`src/rau_pkg.sv`:
```
`timescale 1ns / 1ps
// ----------------------------------------------------------------------------
// rau_pkg
// shared types and constants of the rational arithmetic unit
// ----------------------------------------------------------------------------
package rau_pkg;

  localparam int WORD_BITS = 32;
  localparam int DBL_BITS  = 2 * WORD_BITS;
  localparam int ALU_BITS  = DBL_BITS + 1;
  localparam int CNT_BITS  = $clog2(DBL_BITS);

  typedef enum logic [1:0] {
    OP_ADD = 2'd0,
    OP_SUB = 2'd1,
    OP_MUL = 2'd2,
    OP_DIV = 2'd3
  } op_t;

  typedef enum logic [1:0] {
    ST_OK   = 2'd0,
    ST_DIV0 = 2'd1,
    ST_OVF  = 2'd2
  } status_t;

  typedef enum logic [6:0] {
    S_IDLE = 7'b0000001,
    S_MUL  = 7'b0000010,
    S_FORM = 7'b0000100,
    S_GCD  = 7'b0001000,
    S_DIVN = 7'b0010000,
    S_DIVD = 7'b0100000,
    S_OUT  = 7'b1000000
  } state_t;

  typedef struct packed {
    logic [ALU_BITS-1:0] diff;
    logic                ge;
  } alu_res_t;

endpackage

```
`src/rau_mul.sv`:
```
`timescale 1ns / 1ps
// ----------------------------------------------------------------------------
// rau_mul
// registered unsigned word by word multiplier
// ----------------------------------------------------------------------------
module rau_mul
  import rau_pkg::*;
(
  input  logic                 clk,
  input  logic [WORD_BITS-1:0] a,
  input  logic [WORD_BITS-1:0] b,
  output logic [DBL_BITS-1:0]  p
);

  always_ff @(posedge clk) begin
    p <= DBL_BITS'(a) * DBL_BITS'(b);
  end

endmodule

```
`config.mk`:
```
export PLATFORM = sky130hd
export DESIGN_NAME = rau_mul
export DESIGN_NICKNAME = d
export VERILOG_FILES = /design/src/rau_pkg.sv /design/src/rau_mul.sv
export SDC_FILE = /design/constraint.sdc
export NUM_CORES = 2
export LEC_CHECK = 0
export CAP_MARGIN = 20
export CORE_MARGIN = 2
export CORE_UTILIZATION = 54
export DETAILED_ROUTE_END_ITERATION = 12
export DONT_BUFFER_PORTS = 1
export GPL_ROUTABILITY_DRIVEN = 0
export PLACE_DENSITY = 0.7
export SLEW_MARGIN = 10
export SYNTH_ARGS = -nofsm -noshare
export SYNTH_HDL_FRONTEND = slang
export SYNTH_SLANG_ARGS = --single-unit
```
`constraint.sdc`:
```
create_clock -name clk -period 10 [get_ports clk]
set_input_delay 0.5 -clock clk [delete_from_list [all_inputs] [get_ports clk]]
set_output_delay 0.5 -clock clk [all_outputs]
set_load 0.05 [all_outputs]
```
==> run_results.csv <==
group,metric,value,unit
timing,rsz0062_at_grt,"no",
logic_synthesis,count_of_flip_flops_with_a_built_in_enable_after_synthesis,0,
final_layout,area_growth_syn_to_layout,1.50,%
setup_path,critPathArrivalTime,7.72,ns
clock_network,clk_pin_slew_worst_paths,0.06,ns
logic_synthesis,ys_async_sr_fraction,0,%
timing,worst_slew_margin_rel,46.6,%
grt,grt_pass1_wl,147,mm
setup_path,critical_path_fanout_max,32,
route,vias_per_cell,5.51,
logic_synthesis,synth_top_cell_by_area,"fa_1",
setup_path,cp.required,10.28,ns
clock_network,ctsLongestPathBuffers,2,
die,rows,92,
final_layout,layout_commonest_cell,"fa_1",
timing,worst_slack,2.56,ns
final_layout,postLayoutCoreUtil,55.6,%
job,drv.max_cap_violation_count,0,
clock_network,cts_resized,0,
setup_path,critPathCaptureType,"flop",
grt,antenna_found_initial,1,
logic_synthesis,syn_nets,4972,
final_layout,layout_common_cells,"fa_1 (896), inv_1 (865), and2_1 (602)",
route,drc,0,
die,design.portCount,129,
final_layout,post_route_cells_drive_above_1_share,0.931,%
die,die_x,257,microns
clock_network,cts-root-buf,"clkbuf_16",
setup_path,path_class,"input pin to flop",
die,core-area,0.0633,sq mm
logic_synthesis,postSynthAreaPerCell,9.25,sq um
timing,post-route-min-period,7.44,ns
logic_synthesis,synth.area.top_cells,"fa_1 (52%), and2_1 (11%), ha_1 (9.5%)",
timing,fin_crit_sh,74.4,%
grt,grt_overflow_total,0,
die,floorplan.initialDensity,54.8,%
timing,final-hold-violation-count,0,
clock_network,cts_tree,"built",
logic_synthesis,syn_area,0.0347,sq mm
timing,final-max-slew-violation-count,0,
placed_design,place_worst_setup_slack,2.29,ns
route,drt_iter0_markers,1355,
die,fp.dieArea,0.0663,sq mm
timing,setup_violations,0,
final_layout,fin_nets,4763,
clock_network,cts_setup_buffers,0,
route,final_antenna_net_count,0,
logic_synthesis,synth_cells,3748,
setup_path,cp-start-kind,"input pin",
die,die_height,257,microns
timing,worst-slew-pin-transition,0.795,ns
logic_synthesis,postSynthRegisterBits,64,
final_layout,max_flop_register,"p",
placed_design,port_buffer_cells,0,
clock_network,total_cts_buffers,9,
clock_network,h-tree-depth,3,
route,num_vias,24193,
logic_synthesis,synth.lib_cells_used.distinct,57,
route,routed_wirelength,90.6,mm
logic_synthesis,yosysSeqAreaShare,3.69,%
clock_network,cts_hold_buf,0,
timing,clock.fmax,134,MHz
final_layout,insertedDiodeCount,0,
clock_network,clkSinkCount,64,
grt,pin_count_of_the_biggest_net_entering_global_routing,33,
min_path,holdCritPathClass,"input pin to flop",
logic_synthesis,ys.warnings.count,0,
route,detailedRoute.firstPassIterationCount,7,
grt,grt_pass1_vias,27069,
logic_synthesis,synth_top_flop_cell,"dfxtp_1",
route,route.detailed.wl_per_inst,20.6,microns
timing,timing.setup.tns,0,ns
logic_synthesis,yosys.area.top_type_share,51.7,%
final_layout,largest_register_ff_count,64,
placed_design,detailedPlacementHpwl,71.7,mm
grt,globalRouteTotalUtil,28.8,%
final_layout,largest_registers,"p (64)",
status,outcome,"finished clean",
-- critical path: stages --
cell	delay, ns
and2_1	0.17
fa_1	0.54
inv_1	0.06
fa_1	0.53
inv_1	0.05
fa_1	0.48
fa_1	0.63
fa_1	0.45
fa_1	0.47
fa_1	0.54
inv_1	0.06
fa_1	0.47
inv_1	0.04
ha_1	0.42
nand4_1	0.23
or4_1	0.46
or3_1	0.36
a31oi_1	0.52
a31o_2	0.29
a211oi_1	0.11
o21ai_1	0.17
xor2_1	0.14
-- cell usage after synthesis (4+ instances only) --
cell type and instances:
a21o_1 40, a21oi_1 63, a221o_1 4, a31oi_1 12, and2_1 602, and3_1 14
buf_2 6, clkbuf_1 213, dfxtp_1 64, fa_1 896, ha_1 263, inv_1 865
nand2_1 480, nand3_1 10, nand4_1 23, nor2_1 20, nor3_1 7, o21a_1 9
o21ai_0 21, o21ai_1 5, o21bai_1 10, xnor2_1 35, xor2_1 25
-- kinds of logic after synthesis --
| kind of cell | Yosys count | share of synthesized area [%] |
|---|---|---|
| AO/OA/AOI/OAI | 202 | 4.15 |
| XOR/XNOR | 60 | 1.52 |
| adder cells (fa/ha/maj) | 1159 | 61.2 |
| buffers and inverters | 1085 | 11.8 |
| flip-flops | 64 | 3.69 |
| multiplexers | 1 | 0.0289 |
| AND/OR/NAND/NOR | 1177 | 17.6 |
-- per-stage QoR --
step | std cells | hold slack, ns | area, sq um
after global placement | 4374 | 0.637 | 34900
after CTS | 4390 | 0.289 | 35200
final | 4390 | 0.299 | 35200
after detailed placement | 4374 | 0.647 | 34900
after floorplan | 3748 | 0.627 | 34700
after global routing | 4390 | 0.290 | 35200
-- worst paths after layout --
| path | depth (start not counted) | slack, ns | to | start |
|---|---|---|---|---|
| worst max-delay path | 22 | 2.56 | p[62] | b[17] |
| worst min-delay path | 1 | 0.30 | p[0] | b[0] |
-- final cells by class --
class                   instances  area (sq um)
multi-input cells            2599         29300
fillers                      5643         28100
inverters                     865          3250
flip-flops and latches         64          1280
well taps                     846          1060
clock buffers                   9           225
clock inverters                 7          71.3
-- per-layer routing --
metal | wire, microns | part of all wire (%) | global-route usage, % | vias to the layer above
met1 | 32300 | 36 | 33.5 | 12608
met5 | 0 | 0 | 0 | -
met4 | 5450 | 6.0 | 14.8 | 0
met2 | 47500 | 52 | 51.7 | 905
met3 | 5310 | 5.9 | 4.21 | 270
li1 | - | - | - | 10410
Power is left out: the tool's default activity adds up to more than one toggle a clock period on the data nets, which glitch-free logic cannot reach.
