## src/rau_pkg.sv

```systemverilog
`timescale 1ns / 1ps
// ----------------------------------------------------------------------------
// rau_pkg
// shared types and constants of the rational arithmetic unit
// ----------------------------------------------------------------------------
package rau_pkg;

  localparam int WORD_BITS = 32;
  localparam int DBL_BITS  = 2 * WORD_BITS;
  localparam int ALU_BITS  = DBL_BITS + 1;
  localparam int CNT_BITS  = $clog2(DBL_BITS);

  typedef enum logic [1:0] {
    OP_ADD = 2'd0,
    OP_SUB = 2'd1,
    OP_MUL = 2'd2,
    OP_DIV = 2'd3
  } op_t;

  typedef enum logic [1:0] {
    ST_OK   = 2'd0,
    ST_DIV0 = 2'd1,
    ST_OVF  = 2'd2
  } status_t;

  typedef enum logic [6:0] {
    S_IDLE = 7'b0000001,
    S_MUL  = 7'b0000010,
    S_FORM = 7'b0000100,
    S_GCD  = 7'b0001000,
    S_DIVN = 7'b0010000,
    S_DIVD = 7'b0100000,
    S_OUT  = 7'b1000000
  } state_t;

  typedef struct packed {
    logic [ALU_BITS-1:0] diff;
    logic                ge;
  } alu_res_t;

endpackage

```

## src/rau_alu.sv

```systemverilog
`timescale 1ns / 1ps
// ----------------------------------------------------------------------------
// rau_alu
// shared subtract and compare unit for fraction forming, gcd and division steps
// ----------------------------------------------------------------------------
module rau_alu
  import rau_pkg::*;
(
  input  logic [ALU_BITS-1:0] a,
  input  logic [ALU_BITS-1:0] b,
  output alu_res_t            res
);

  logic [ALU_BITS:0] full;

  assign full     = {1'b0, a} - {1'b0, b};
  assign res.diff = full[ALU_BITS-1:0];
  assign res.ge   = ~full[ALU_BITS];

endmodule

```

## config.mk

```make
export PLATFORM = sky130hd
export DESIGN_NAME = rau_alu
export DESIGN_NICKNAME = d
export VERILOG_FILES = /design/src/rau_pkg.sv /design/src/rau_alu.sv
export SDC_FILE = /design/constraint.sdc
export NUM_CORES = 1
export LEC_CHECK = 0
export ABC_CLOCK_PERIOD_IN_PS = 2400
export BUFFER_PORTS_ARGS = -buffer_cell sky130_fd_sc_hd__buf_2
export CAP_MARGIN = 20
export CORE_UTILIZATION = 45
export DETAILED_ROUTE_END_ITERATION = 6
export PLACE_DENSITY = 0.89
export SLEW_MARGIN = 20
export SYNTH_ARGS = -nofsm -noshare
export SYNTH_HDL_FRONTEND = slang
export SYNTH_SLANG_ARGS = --single-unit
export TNS_END_PERCENT = 50
```

## constraint.sdc

```tcl
create_clock -name vclk -period 2.4
set_input_delay 0.12 -clock vclk [all_inputs]
set_output_delay 0.12 -clock vclk [all_outputs]
set_load 0.005 [all_outputs]
```

==> results by group <==
Timing
  • Achievable Freq: 0.358 GHz
  • Setup repair after global routing missed its margin: yes
  • Final setup violation count: 35
  • Transition time at the pin with the least slew margin: 0.577 ns
  • Fin crit share: 116%
  • Shortest clock period the worst path allows after layout: 2.79 ns
  • Worst hold margin: 0.597 ns
  • Final count of pins violating max slew: 0
  • Setup WS post-layout: -0.394 ns
  • Final number of hold-violating endpoints: 0
  • Slew margin rel.: 61.2%

Detailed routing
  • Drt first pass iters: 5
  • 1st-iter DRT viols: 481
  • Routed via count: 6449
  • Number of vias per cell: 5.92
  • Post-detailed-route count of antenna-violating nets: 0
  • WL per Instance: 17.6 um
  • Wirelength, routed: 19200 um
  • Residual DRC count: 0

GRT
  • Overall Global Routing Usage: 30.4%
  • Maximum number of pins on one net before global-route repair: 12
  • Total global routing overflow: 0
  • Global Route met1 Usage: 35.3%
  • Gr busiest metal: met2
  • Antenna violations before repair: 1
  • Via count of the first global-routing pass: 5836
  • Met3 routing resource usage after global routing: 2.84%
  • Global-route wire length before repair: 25100 um
  • Met2 Track Usage GR: 57.0%

Setup path
  • Arrival time at the worst endpoint: 2.67 ns
  • Crit-path cells: buf_2 > inv_1 > ha_4 > buf_4 > a21oi_1 > o21ai_1 > a211oi_1 > o22ai_2 > nor2_2 > o31ai_4 > a21oi_4 > o31ai_2 > xor2_1 > buf_2
  • Cell repeated most along the worst path: buf_2
  • Classification of the worst setup path: input port to output pin
  • Highest net fanout along the worst path: 5
  • Endpoint kind of the worst setup timing path: output pin
  • Buffers plus inverters on the worst setup path: 4
  • Logic depth of the worst path, buffers included: 14
  • Kind of cell adding the most delay to the critical path: compound AO/OA/AOI/OAI gates
  • Worst EP required: 2.28 ns
  • CP max stage cell: a21oi_1
  • CP startpoint kind: input port
  • Critical Path Sink: res[61]
  • Critical path origin: b[15]
  • Delay contributed by the slowest stage of the critical path: 0.33 ns

Die
  • Effective utilization at floorplan: 47.3%
  • Die Y: 98.7 um
  • Placeable core region: 0.00889 sq mm
  • Die span in x: 98.7 um
  • Standard-cell rows: 34
  • Number of top-level pins: 196
  • Total Die Area: 0.00974 sq mm

Layout
  • Register cell area after layout: 0 sq um
  • Number of fill cells in the layout: 526
  • Util after Layout: 81.2%
  • Net total in the final layout: 1179
  • Cell area after layout: 0.00722 sq mm
  • Sequential cell count: 0
  • Fraction of layout instances using a drive strength above 1: 50.2%
  • Count of clock buffers in the final design: 0
  • Layout overhead on the synthesized area: 71.5%

Clocking
  • CTS Hold Bufs: 0

Synthesis
  • Syn_nets: 849
  • Share of synthesized area occupied by flip-flops and latches: 0%
  • Number of distinct library cell variants in the gate-level netlist after synthesis: 62
  • Mean area per synthesized cell: 6.44 sq um
  • Yosys Warn Count: 0
  • Area of the mapped netlist: 0.00421 sq mm
  • Cells after Synth: 653

Placed design
  • RePlAce Congestion: 0.966
  • Count of input and output buffers: 196
  • HPWL after DPL: 12800 um
  • Placed inst area: 0.00622 sq mm

Power and ir drop
  • Max rail drop VDD: 0.000204 V
  • Design Power: 2320 uW
  • Reported leakage power: 0.00357 uW
  • Power per Cell Area: 322 mW/mm^2

Worst hold path
  • Path category of the worst min-delay check: input port to output pin

Run
  • Max cap viols: 0

Outcome
  • Violations in the final reports: setup timing
  • Run status: complete, but fails checks
==> repair_timing <==
| action | CTS | global route |
|---|---|---|
| buffers inserted | 8 | 19 |
| endpoints found under the setup margin | 41 | 48 |
| gates resized for setup | 37 | 120 |
| pin swaps | 33 | 53 |
==> metal layers <==
metal  vias to the layer above  part of all wire (%)
met4                         0                   5.7
met5                         -                     0
met2                       441                    50
li1                       2968                     -
met3                       115                   8.1
met1                      2925                    36
==> worst min-delay path by stage <==
stage               slack [ns]  cells after the start  start     end
finish                    0.60                      4   b[0]  res[1]
global route              0.61                      4   b[0]  res[1]
CTS                       0.60                      4   b[0]  res[1]
detailed placement        0.60                      4   b[0]  res[1]
global placement          0.59                      4   b[0]  res[1]
floorplan                 0.37                      2   b[0]  res[1]
==> placed cells by master, fill, tap and decap left out, types with 4 or more instances in the layout <==
cell and n:
nand2_2 4, o211ai_1 11, o21a_1 7, or2_1 4, nand2_1 64, a21oi_4 8
buf_4 155, buf_2 192, nor3_2 5, xnor2_1 37, nand4_1 28, o21bai_1 13
nor2_2 8, o21ai_0 21, o31ai_4 4, xor2_1 18, nand3_1 6, nor2b_1 10
nor3_1 7, a21o_1 12, ha_4 27, inv_2 10, o21ai_1 16, inv_1 75
o21ai_2 12, a21oi_2 20, a21oi_1 60, ha_1 38, buf_6 10, nor2_1 36
==> Yosys cell counts (4+ instances only) <==
library cell | instances | share of area (%)
inv_1 | 87 | 7.8
a21oi_1 | 79 | 9.4
nand2_1 | 68 | 6.1
ha_1 | 65 | 19
nor2_1 | 43 | 3.8
xnor2_1 | 40 | 8.3
o21ai_0 | 37 | 4.4
nand4_1 | 28 | 4.2
xor2_1 | 19 | 4.0
clkbuf_1 | 13 | 1.2
nor3_1 | 13 | 1.5
o21ai_1 | 13 | 1.5
o21bai_1 | 13 | 2.3
a21o_1 | 12 | 2.1
buf_2 | 12 | 1.4
nor2b_1 | 11 | 1.6
o211ai_1 | 11 | 2.0
o21a_1 | 8 | 1.4
nand3_1 | 7 | 0.83
a21oi_2 | 6 | 1.2
nor3b_1 | 4 | 0.71
==> report_power, final <==
| group | leakage (uW) | total (uW) | switching (uW) | internal, uW |
|---|---|---|---|---|
| registers | 0 | 0 | 0 | 0 |
| clock network | 0.00000000634 | 0.0000557 | 0 | 0.0000557 |
| logic | 0.00357 | 2320 | 1180 | 1140 |
| total | 0.00357 | 2320 | 1180 | 1140 |
==> cell type report <==
type	instances	area [sq um]	area share (%)
Multi-Input combinational cell	536	4480	62.1
Timing Repair Buffer	358	2250	31.2
Inverter	87	342	4.73
Tap cell	108	135	1.87
Antenna cell	1	2.50	0.0347
==> logic make-up after synthesis <==
kind of cell,synth area share [%]
buf+inv,11.7
fa+ha+maj,19.8
compound gates,34.1
simple gates,22.1
xor+xnor,12.3
==> stage by stage <==
step                      worst slack [ns]  setup TNS [ns]  std cells
final                               -0.394           -6.12       1090
after floorplan                    -0.0828         -0.0828        653
after detailed placement            -0.456           -9.71       1065
after CTS                           -0.328           -4.67       1072
after global placement              -0.410           -7.20       1065
after global routing                -0.452           -9.49       1090
(Power assumes the default switching activity.)
